--- src/rtl/swfe_pkg.sv ---
// ----------------------------------------------------------------------------
// swfe_pkg
// Shared types and constants for the sync word frame extractor: the sync
// byte values, the queue geometry and the operation record that the front
// end hands to the back end.
// ----------------------------------------------------------------------------
package swfe_pkg;

	localparam int          CFG_W           = 13;
	localparam logic [12:0] FRAME_LEN_RESET = 13'd64;
	localparam logic [12:0] FRAME_LEN_MIN   = 13'd3;

	localparam logic [7:0]  SYNC_HI  = 8'hFF;
	localparam logic [7:0]  SYNC_MID = 8'h0F;

	localparam int QUEUE_DEPTH = 4;
	localparam int QPTR_W      = $clog2(QUEUE_DEPTH);

	// A pass operation emits one byte; a sync operation emits the three sync bytes.
	typedef enum logic {
		OP_PASS = 1'b0,
		OP_SYNC = 1'b1
	} op_kind_t;

	typedef struct packed {
		op_kind_t    kind;
		logic [7:0]  data;
		logic        last;
		logic        trunc;
	} op_t;

	// Position within the three-byte sync burst on the output side.
	typedef enum logic [1:0] {
		PH_IDLE = 2'd0,
		PH_MID  = 2'd1,
		PH_HI   = 2'd2
	} sync_phase_t;

endpackage

--- src/rtl/swfe_front.sv ---
// ----------------------------------------------------------------------------
// swfe_front
// Input side: holds the frame length register, hunts for the sync word and
// tracks the open frame, and turns each byte into at most one operation.
// ----------------------------------------------------------------------------
module swfe_front #(
	parameter int MAX_FRAME = 4096
) (
	input  logic                clk,
	input  logic                arst_n,
	input  logic                s_axis_tvalid,
	output logic                s_axis_tready,
	input  logic [7:0]          s_axis_tdata,
	input  logic                s_axis_tlast,
	input  logic                cfg_valid,
	output logic                cfg_ready,
	input  logic [12:0]         cfg_data,
	input  logic                q_full,
	output logic                q_push,
	output swfe_pkg::op_t       q_op
);
	import swfe_pkg::*;

	localparam int LEFT_W = (MAX_FRAME > 4) ? $clog2(MAX_FRAME) : 2;

	// Bytes owed after the sync word, for a given raw length register value.
	function automatic logic [LEFT_W-1:0] owed_after_sync(input logic [CFG_W-1:0] len);
		logic [LEFT_W-1:0] res;
		if (len < FRAME_LEN_MIN) begin
			res = '0;
		end else if (32'(len) > MAX_FRAME) begin
			res = LEFT_W'(MAX_FRAME - 3);
		end else begin
			res = LEFT_W'(32'(len) - 32'd3);
		end
		return res;
	endfunction

	logic [LEFT_W-1:0] owed_q;
	logic              in_frame_q;
	logic [15:0]       recent_q;
	logic [1:0]        recent_cnt_q;
	logic [LEFT_W-1:0] left_q;

	logic              accept;
	logic              match;
	logic [LEFT_W-1:0] left_dec;

	assign cfg_ready     = 1'b1;
	assign s_axis_tready = !q_full;
	assign accept        = s_axis_tvalid && s_axis_tready;

	assign match    = !in_frame_q && (recent_cnt_q == 2'd2)
	                  && (recent_q == {SYNC_HI, SYNC_MID}) && (s_axis_tdata == SYNC_HI);
	assign left_dec = (left_q != '0) ? left_q - LEFT_W'(1) : left_q;

	always_comb begin
		q_push   = accept && (in_frame_q || match);
		q_op     = '0;
		q_op.data = s_axis_tdata;
		if (in_frame_q) begin
			q_op.kind = OP_PASS;
			if (left_dec == '0) begin
				q_op.last = 1'b1;
			end else if (s_axis_tlast) begin
				q_op.last  = 1'b1;
				q_op.trunc = 1'b1;
			end
		end else begin
			q_op.kind = OP_SYNC;
			if (owed_q == '0) begin
				q_op.last = 1'b1;
			end else if (s_axis_tlast) begin
				q_op.last  = 1'b1;
				q_op.trunc = 1'b1;
			end
		end
	end

	always_ff @(posedge clk or negedge arst_n) begin
		if (!arst_n) begin
			owed_q <= owed_after_sync(FRAME_LEN_RESET);
		end else if (cfg_valid && cfg_ready) begin
			owed_q <= owed_after_sync(cfg_data);
		end
	end

	always_ff @(posedge clk or negedge arst_n) begin
		if (!arst_n) begin
			in_frame_q   <= 1'b0;
			recent_q     <= '0;
			recent_cnt_q <= '0;
			left_q       <= '0;
		end else if (accept) begin
			if (in_frame_q) begin
				recent_q     <= '0;
				recent_cnt_q <= '0;
				if (left_dec == '0 || s_axis_tlast) begin
					in_frame_q <= 1'b0;
					left_q     <= '0;
				end else begin
					left_q <= left_dec;
				end
			end else if (match) begin
				recent_q     <= '0;
				recent_cnt_q <= '0;
				if (owed_q != '0 && !s_axis_tlast) begin
					in_frame_q <= 1'b1;
					left_q     <= owed_q;
				end
			end else if (s_axis_tlast) begin
				recent_q     <= '0;
				recent_cnt_q <= '0;
			end else begin
				recent_q <= {recent_q[7:0], s_axis_tdata};
				if (recent_cnt_q != 2'd2) begin
					recent_cnt_q <= recent_cnt_q + 2'd1;
				end
			end
		end
	end

endmodule

--- src/rtl/swfe_queue.sv ---
// ----------------------------------------------------------------------------
// swfe_queue
// Small first-in first-out buffer of operations between the front end and
// the back end, so that either side can stall without stopping the other.
// ----------------------------------------------------------------------------
module swfe_queue (
	input  logic          clk,
	input  logic          arst_n,
	input  logic          push,
	input  swfe_pkg::op_t push_op,
	output logic          full,
	input  logic          pop,
	output logic          empty,
	output swfe_pkg::op_t head_op
);
	import swfe_pkg::*;

	op_t               mem [QUEUE_DEPTH];
	logic [QPTR_W-1:0] wr_ptr_q;
	logic [QPTR_W-1:0] rd_ptr_q;
	logic [QPTR_W:0]   count_q;

	assign full    = (count_q == (QPTR_W + 1)'(QUEUE_DEPTH));
	assign empty   = (count_q == '0);
	assign head_op = mem[rd_ptr_q];

	always_ff @(posedge clk) begin
		if (push) begin
			mem[wr_ptr_q] <= push_op;
		end
	end

	always_ff @(posedge clk or negedge arst_n) begin
		if (!arst_n) begin
			wr_ptr_q <= '0;
			rd_ptr_q <= '0;
			count_q  <= '0;
		end else begin
			if (push) begin
				wr_ptr_q <= wr_ptr_q + QPTR_W'(1);
			end
			if (pop) begin
				rd_ptr_q <= rd_ptr_q + QPTR_W'(1);
			end
			case ({push, pop})
				2'b10:   count_q <= count_q + (QPTR_W + 1)'(1);
				2'b01:   count_q <= count_q - (QPTR_W + 1)'(1);
				default: count_q <= count_q;
			endcase
		end
	end

endmodule

--- src/rtl/swfe_back.sv ---
// ----------------------------------------------------------------------------
// swfe_back
// Output side: takes operations from the queue and drives the output
// register, expanding a sync operation into its three bytes.
// ----------------------------------------------------------------------------
module swfe_back (
	input  logic          clk,
	input  logic          arst_n,
	input  logic          q_empty,
	input  swfe_pkg::op_t q_head,
	output logic          q_pop,
	output logic          m_axis_tvalid,
	input  logic          m_axis_tready,
	output logic [7:0]    m_axis_tdata,
	output logic [1:0]    m_axis_tuser,
	output logic          m_axis_tlast
);
	import swfe_pkg::*;

	sync_phase_t phase_q;
	sync_phase_t phase_d;
	logic        out_valid_q;
	logic [7:0]  out_data_q;
	logic        out_start_q;
	logic        out_last_q;
	logic        out_trunc_q;
	logic        sync_last_q;
	logic        sync_trunc_q;
	logic        advance;

	// The output register may be reloaded when it is empty or its transfer completes.
	assign advance = !out_valid_q || m_axis_tready;
	assign q_pop   = advance && (phase_q == PH_IDLE) && !q_empty;

	always_comb begin
		phase_d = phase_q;
		if (advance) begin
			case (phase_q)
				PH_MID:  phase_d = PH_HI;
				PH_HI:   phase_d = PH_IDLE;
				PH_IDLE: phase_d = (q_pop && q_head.kind == OP_SYNC) ? PH_MID : PH_IDLE;
				default: phase_d = PH_IDLE;
			endcase
		end
	end

	always_ff @(posedge clk or negedge arst_n) begin
		if (!arst_n) begin
			phase_q     <= PH_IDLE;
			out_valid_q <= 1'b0;
		end else begin
			phase_q <= phase_d;
			if (advance) begin
				out_valid_q <= (phase_q != PH_IDLE) || !q_empty;
			end
		end
	end

	always_ff @(posedge clk) begin
		if (advance) begin
			case (phase_q)
				PH_MID: begin
					out_data_q  <= SYNC_MID;
					out_start_q <= 1'b0;
					out_last_q  <= 1'b0;
					out_trunc_q <= 1'b0;
				end
				PH_HI: begin
					out_data_q  <= SYNC_HI;
					out_start_q <= 1'b0;
					out_last_q  <= sync_last_q;
					out_trunc_q <= sync_trunc_q;
				end
				default: begin
					if (q_head.kind == OP_SYNC) begin
						out_data_q  <= SYNC_HI;
						out_start_q <= 1'b1;
						out_last_q  <= 1'b0;
						out_trunc_q <= 1'b0;
					end else begin
						out_data_q  <= q_head.data;
						out_start_q <= 1'b0;
						out_last_q  <= q_head.last;
						out_trunc_q <= q_head.trunc;
					end
					sync_last_q  <= q_head.last;
					sync_trunc_q <= q_head.trunc;
				end
			endcase
		end
	end

	assign m_axis_tvalid = out_valid_q;
	assign m_axis_tdata  = out_data_q;
	assign m_axis_tuser  = {out_trunc_q, out_start_q};
	assign m_axis_tlast  = out_last_q;

endmodule

--- src/rtl/sync_word_frame_extractor_unit.sv ---
// ----------------------------------------------------------------------------
// sync_word_frame_extractor_unit
// Hunts for the sync word FF 0F FF within each datagram and forwards frames
// of the configured length, cutting a frame short at a datagram end.
// ----------------------------------------------------------------------------
// The block takes one input byte per cycle while the queue has room. A byte
// that falls inside a frame yields one output byte; the third byte of a sync
// word yields the three sync bytes, which leave one after another through
// the single output register. Bytes that are hunted without a match yield
// nothing. A four-entry operation queue sits between the input and output
// sides, so the input keeps flowing through a sync burst as long as the queue
// has room; sustained throughput is one output byte per cycle while the
// output is not stalled, set by the output register. The frame length
// register is clamped into the range three to MAX_FRAME; the user must write
// it only while no frame is in progress, which the block does not enforce.
// ----------------------------------------------------------------------------
module sync_word_frame_extractor_unit #(
	parameter int MAX_FRAME = 4096
) (
	input  logic        clk,
	input  logic        arst_n,
	input  logic        s_axis_tvalid,
	output logic        s_axis_tready,
	input  logic [7:0]  s_axis_tdata,   // [7:0] data_byte
	input  logic        s_axis_tlast,   // datagram_end
	output logic        m_axis_tvalid,
	input  logic        m_axis_tready,
	output logic [7:0]  m_axis_tdata,   // [7:0] frame_byte
	output logic [1:0]  m_axis_tuser,   // [0] frame_start, [1] truncated
	output logic        m_axis_tlast,   // frame_end
	input  logic        cfg_valid,
	output logic        cfg_ready,
	input  logic [12:0] cfg_data        // frame_length
);
	import swfe_pkg::*;

	logic q_full;
	logic q_empty;
	logic q_push;
	logic q_pop;
	op_t  push_op;
	op_t  head_op;

	swfe_front #(
		.MAX_FRAME(MAX_FRAME)
	) u_front (
		.clk          (clk),
		.arst_n       (arst_n),
		.s_axis_tvalid(s_axis_tvalid),
		.s_axis_tready(s_axis_tready),
		.s_axis_tdata (s_axis_tdata),
		.s_axis_tlast (s_axis_tlast),
		.cfg_valid    (cfg_valid),
		.cfg_ready    (cfg_ready),
		.cfg_data     (cfg_data),
		.q_full       (q_full),
		.q_push       (q_push),
		.q_op         (push_op)
	);

	swfe_queue u_queue (
		.clk    (clk),
		.arst_n (arst_n),
		.push   (q_push),
		.push_op(push_op),
		.full   (q_full),
		.pop    (q_pop),
		.empty  (q_empty),
		.head_op(head_op)
	);

	swfe_back u_back (
		.clk          (clk),
		.arst_n       (arst_n),
		.q_empty      (q_empty),
		.q_head       (head_op),
		.q_pop        (q_pop),
		.m_axis_tvalid(m_axis_tvalid),
		.m_axis_tready(m_axis_tready),
		.m_axis_tdata (m_axis_tdata),
		.m_axis_tuser (m_axis_tuser),
		.m_axis_tlast (m_axis_tlast)
	);

endmodule

--- config.mk ---
export PLATFORM = sky130hd
export DESIGN_NAME = sync_word_frame_extractor_unit
export DESIGN_NICKNAME = d
export VERILOG_FILES = /design/src/rtl/swfe_pkg.sv /design/src/rtl/swfe_front.sv /design/src/rtl/swfe_queue.sv /design/src/rtl/swfe_back.sv /design/src/rtl/sync_word_frame_extractor_unit.sv
export SDC_FILE = /design/constraint.sdc
export NUM_CORES = 1
export LEC_CHECK = 0
export BUFFER_PORTS_ARGS = -buffer_cell sky130_fd_sc_hd__buf_4
export CELL_PAD_IN_SITES_DETAIL_PLACEMENT = 1
export CELL_PAD_IN_SITES_GLOBAL_PLACEMENT = 2
export CORE_MARGIN = 2
export CORE_UTILIZATION = 40
export DETAILED_ROUTE_END_ITERATION = 16
export PLACE_DENSITY = 0.83
export SLEW_MARGIN = 5
export SYNTH_ARGS = -nofsm -noshare
export SYNTH_HDL_FRONTEND = slang
export SYNTH_SLANG_ARGS = --single-unit
export TNS_END_PERCENT = 5
--- constraint.sdc ---
create_clock -name clk -period 4.5 [get_ports clk]
set_input_delay 0.9 -clock clk [delete_from_list [all_inputs] [get_ports clk]]
set_output_delay 0.9 -clock clk [all_outputs]
set_load 0.1 [all_outputs]
=== After elaboration in Yosys (flattened, before gate mapping) ===
Memories as Yosys holds them, arrays and structs flattened.
Index checks and enable logic that the tools add are counted.

* Flip-flop bits (word level): 66
* Bits in writable memories: 44
* Input bits: 27
* Logic and storage cells: 106
* Memories kept: 1

{| class="wikitable"
|+ Memories
! memory !! words !! width !! rd ports !! clocked after memory_dff !! write ports !! RTL line !! text
|-
| u_queue.mem || 4 || 11 || 1 || 0 || 1 || swfe_queue.sv:18 || <nowiki>op_t mem [QUEUE_DEPTH];</nowiki>
|}

* Add/subtract/negate cells: 7
* Order comparisons: 2
* Equality and inequality tests: 9
* Mux-type cells: 37
* Bitwise gates (word level): 1
* Reductions and logical operators: 33

{| class="wikitable"
|+ Operator list
! kind !! count
|-
| 2-to-1 mux 12 bit || 7
|-
| 2-to-1 mux 16 bit || 3
|-
| logical NOT 12 bit || 2
|-
| nonzero test 12 bit || 2
|-
| equality test 16 bit (second input constant) || 1
|-
| case mux 8 bit (2 select lines) || 1
|-
| 2-to-1 mux 1 bit || 15
|-
| greater-than comparator 13 bit (second input constant) || 1
|-
| < comparator 13 x 2 -> 1 bit (second input constant) || 1
|-
| 2-to-1 mux 2 bit || 6
|-
| subtractor 12 x 1 -> 12 bit (second input constant) || 1
|-
| subtractor 12 x 2 -> 12 bit (second input constant) || 1
|-
| logical AND 1 bit || 9
|-
| equality test 8 bit (second input constant) || 1
|-
| 2-to-1 mux 8 bit || 1
|-
| nonzero test 2 bit || 4
|-
| adder 2 x 1 -> 2 bit (second input constant) || 3
|-
| equality test 2 bit (second input constant) || 3
|-
| case mux 3 bit (2 select lines) || 1
|-
| logical NOT 1 bit || 5
|-
| equality test 2 x 1 -> 1 bit (second input constant) || 2
|-
| logical OR 1 bit || 4
|-
| case mux 1 bit (2 select lines) || 2
|-
| case mux 2 bit (2 select lines) || 1
|-
| other kinds (11) || 12
|}

=== Depth between registers and ports, before layout ===
* Depth in word-level cells: 8
* Depth in mapped cells: 13
* Depth with buffers taken out: 13

=== Cells and area by module ===
Synthesis repeated with hierarchy kept, for this count alone.

* Cell total of the unflattened synthesis: 464
* Area, all modules: 5,393.9 um^2

{| class="wikitable"
|+ Modules (own cells, without submodules)
! module !! instances !! cells an instance !! area each (um^2) !! seq. area each (um^2)
|-
| swfe_front || 1 || 322 || 2,693.8 || 1,082.3
|-
| swfe_queue || 1 || 94 || 1,990.7 || 1,496.4
|-
| swfe_back || 1 || 48 || 709.4 || 465.4
|}

=== Least setup slack after synthesis ===
No wires, ideal clock.

* Kind: flip-flop to flip-flop
* Start: reg u_queue.count_q[0]
* End: reg u_queue.count_q[2]
* Data arrival time: 2.875 ns
* Required time: 4.421 ns
* Setup slack: 1.546 ns
* Cell stages (with the launch flop): 12
* Path buffers: 0
* Clock period less this slack: 2.954 ns
* Path through: dfrtp_1 > inv_1 > nand3_1 > nand2_1 > nor2_1 > inv_1 > ha_1 > inv_1 > fa_1 > xor2_1 > nor2_1 > xor2_1

* Word-level cells in the longest chain between the ends: 6
* Elaborated cells between the ends (all ways): 13
* Classes of those cells: 2 x add/sub; 3 x eq/ne; 1 x mux; 7 x reduce/logical

{| class="wikitable"
|+ Ends and longest elaborated chain
! element !! RTL line !! text
|-
| start, declared || swfe_queue.sv:21 || <nowiki>logic [QPTR_W:0] count_q;</nowiki>
|-
| start signal, assigned || swfe_queue.sv:46 || <nowiki>2'b10: count_q <= count_q + (QPTR_W + 1)'(1);</nowiki>
|-
| start signal, assigned || swfe_queue.sv:47 || <nowiki>2'b01: count_q <= count_q - (QPTR_W + 1)'(1);</nowiki>
|-
| start signal, assigned || swfe_queue.sv:48 || <nowiki>default: count_q <= count_q;</nowiki>
|-
| equality test 3 bit (*) || swfe_queue.sv:23 || <nowiki>assign full = (count_q == (QPTR_W + 1)'(QUEUE_DEPTH));</nowiki>
|-
| logical NOT 1 bit (*) || swfe_front.sv:50 || <nowiki>assign s_axis_tready = !q_full;</nowiki>
|-
| net s_axis_tready || sync_word_frame_extractor_unit.sv:23 || <nowiki>output logic s_axis_tready,</nowiki>
|-
| logical AND 1 bit (*) || swfe_front.sv:51 || <nowiki>assign accept = s_axis_tvalid && s_axis_tready;</nowiki>
|-
| logical AND 1 bit (*) || swfe_front.sv:58 || <nowiki>q_push = accept && (in_frame_q || match);</nowiki>
|-
| equality test 2 x 1 -> 1 bit / equality test 2 bit (equally long branches) || swfe_queue.sv:45 || <nowiki>case ({push, pop})</nowiki>
|-
| case mux 3 bit (2 select lines) / nonzero test 2 bit (equally long branches) || - ||
|}

The timed path passes the listed nets; every way through them passes the cells marked *.
A chain may end at the register's enable or synchronous reset.

=== Worst setup path in the final report ===
* Start: in s_axis_tdata[3]
* End: reg u_queue.count_q[2]

* Word-level cells in the longest chain between the ends: 6
* Elaborated cells between the ends (all ways): 8
* Classes of those cells: 3 x eq/ne; 1 x mux; 4 x reduce/logical

{| class="wikitable"
|+ Ends and longest elaborated chain
! element !! RTL line !! text
|-
| start, declared || sync_word_frame_extractor_unit.sv:24 || <nowiki>input logic [7:0] s_axis_tdata,</nowiki>
|-
| equality test 8 bit (*) || swfe_front.sv:54 || <nowiki>&& (recent_q == {SYNC_HI, SYNC_MID}) && (s_axis_tdata == SYNC_HI);</nowiki>
|-
| logical AND 1 bit (*) || swfe_front.sv:54 ||
|-
| logical OR 1 bit (*) || swfe_front.sv:58 ||
|-
| logical AND 1 bit (*) || swfe_front.sv:58 ||
|-
| equality test 2 x 1 -> 1 bit / equality test 2 bit (equally long branches) || swfe_queue.sv:45 ||
|-
| case mux 3 bit (2 select lines) / nonzero test 2 bit (equally long branches) || - ||
|}

Mark *: on every way between the ends. The rest lies on a longest branch, timed or not.

==> run metrics <==
outcome=complete, no violations; CP bufs+invs=3; Initial DRC Count=205; Max clock buf depth=2; diodes inserted=0; critical path class=input port to register; cts bufs inserted=9; Top delay family on crit path=simple AND/OR/NAND/NOR gates; Max Fclk=349 MHz; most frequent cells in the layout=66 x nand2_1, 57 x edfxtp_1, 48 x dfrtp_1, 41 x o21ai_0, 41 x buf_4; main area contributors after synthesis=edfxtp_1 32%, dfrtp_1 23%, nand2_1 4.7%; Synth top area share=32.4%; via count=3,632; Worst path slowest cell=nor4_1; vias in the first global route=3,778; core area=12,800 sq um; final setup vio count=0; Post-Route WL=11.5 mm; HPWL after DPL=8.39 mm; CP Max Fanout=8; RSZ-0062 raised after global routing=false; first-pass GRT wire length=19.5 mm; share of cells above drive strength 1=16.1%; antenna viol nets, final=0; die span in y=119 microns; Max stage delay on crit path=0.41 ns; post-route minimum period=2.86 ns; Final period util=63.6%; Inst Count DP=664; syn nets=514; gpl congestion=0.790; grt ovf=0; Mean Syn Cell Area=11.2 sq um; number of synthesized register bits=110; Via density=5.34; post-synth top area cell=edfxtp_1; Ys Warns=0; max_slew headroom=41.7%; asr flop ratio synth=48.2%; P_leak=2.35 nW; DRC errors left=0; EDFF count, synth=57; Worst setup SP type=input port; Top Ports=41; max-slew violations=0; pin count of the biggest net entering global routing=54; Post-synth top flop=edfxtp_1; Worst-Skew Late Latency=0.35 ns; Peak supply drop=0.000180 V; cell count after synthesis=473; Tightest Hold Check Type=register to register; Die Width=119 microns; Critical Path End Type=register; leading cell type in the layout, fill and taps excluded=nand2_1; Reg clk slew, reported paths=0.07 ns; crit-path cells=buf_4 -> nand4_1 -> nor4_1 -> a21oi_1 -> nor2_1 -> inv_1 -> ha_1 -> inv_1 -> fa_1 -> xor2_1 -> nor2_1 -> xor2_1; full die area=14,100 sq um; wire per inst=16.9 microns; register area share after synthesis=57.7%; worst slew pin tran=0.864 ns; CTS tree=done; CTS resizes=0; Arr. time, crit path=3.09 ns; synthesis-to-finish area growth=13.7%; Core Rows=41; drt pass-1 iters=5; Tot GR Track Use=17.3%; initial antenna violation count=0; net total in the final layout=544; cts hold-fix bufs=0; Post-Layout Cell Count=680; Cell Area, Synth=5280 sq um; synth unique cells=54; CTS root buf=clkbuf_16; CTS sink count=110; Max Clock Skew=0.0111 ns; TNS Setup=0 ns; H-tree depth reported by CTS=3; Initial Utilization=41.3%; IO buf count=39; pwr dens=369 nW/um^2; Hold Violations, Final=0; Post-CTS Setup Inserts=0; Max-cap violations=0; data required time at the worst endpoint=4.73 ns
[registers in the layout, summed over array words and instances (netlist names), 3 cells and up]
name	count
u_front.owed_q	12
u_front.left_q	12
u_queue.mem	44
u_queue.count_q	3
u_back.m_axis_tdata	8
u_front.recent_q	16
[cells by family after synthesis]
group                      after synthesis  synth area share, %
buffers and inverters                   58                 4.67
AOI/OAI and AO/OA                       95                 10.6
adders and majority gates               14                 3.46
DFF                                    110                 57.7
and+or+nand+nor                        165                 15.6
xor gates and xnor gates                16                 2.65
other                                    1               0.0710
muxes                                   14                 5.26
[worst reg2reg max path, stage by stage, from the launching register on]
cell and delay, ns:
dfrtp_1 0.50, inv_1 0.14, ha_1 0.29, or3b_1 0.46, or3_1 0.39, a22oi_1 0.15, o21ai_0 0.15, a211oi_2 0.29
a211oi_1 0.19
[synth_stat cells (7+ instances only)]
master and count:
edfxtp_1 57, xor2_1 9, a21oi_1 17, mux4_2 11, ha_1 13, inv_1 35, nor2_1 30, nor3_1 9
xnor2_1 7, nor4_1 8, o22ai_1 16, clkbuf_1 13, or3_1 7, dfrtp_1 48, o21ai_0 41, nand2_1 66
nand3_1 16
[final timing paths]
| check | start | end | slack, ns | cells after the start |
|---|---|---|---|---|
| worst min register to register | u_front.recent_cnt_q[0] | u_front.recent_cnt_q[0] | 0.47 | 1 |
| min in group asynchronous | arst_n | u_queue.count_q[1] | 0.58 | 1 |
| worst max-delay path | s_axis_tdata[3] | u_queue.count_q[2] | 1.64 | 12 |
| worst max register to register | u_front.left_q[0] | u_queue.mem[3][0] | 1.66 | 8 |
| max in group asynchronous | arst_n | u_front.owed_q[6] | 3.44 | 1 |
| worst min-delay path | u_front.recent_cnt_q[0] | u_front.recent_cnt_q[0] | 0.47 | 1 |
[stage by stage]
stage               power [W]  cell area [sq um]  util [%]  worst slack (ns)  hold slack [ns]
CTS                   0.00224               6000      47.0              1.59            0.477
floorplan             0.00134               5280         -              1.55            0.449
global placement      0.00142               5690      44.5              1.36            0.461
detailed placement    0.00143               5690      44.5              1.22            0.466
finish                0.00221               6000      47.0              1.64            0.471
global route          0.00230               6000      47.0              1.32            0.495
[per-layer routing]
metal	routed length (microns)	up-vias	share of wire [%]	track usage, %
met2	5590	64	49	28.8
met1	5400	1808	47	23.8
met5	0	-	0	0
li1	-	1749	-	-
met4	129	0	1.1	4.61
met3	385	11	3.3	2.83
[power breakdown]
group | leakage, nW | internal, W | switching [W]
Combinational | 1.03 | 0.0000957 | 0.000161
Clock | 0.154 | 0.000424 | 0.000389
Sequential | 1.17 | 0.00111 | 0.0000377
[final cells by class]
type                       instances  area (sq um)
sequential                       110          3040
fill                            1397          6770
tap                              172           215
clock inverter                     6          58.8
inverter                          36           135
clock buffer                      10           250
multi-input combinational        305          1990
timing repair buffer              41           308
No activity file was read; power rests on OpenSTA's default activity.
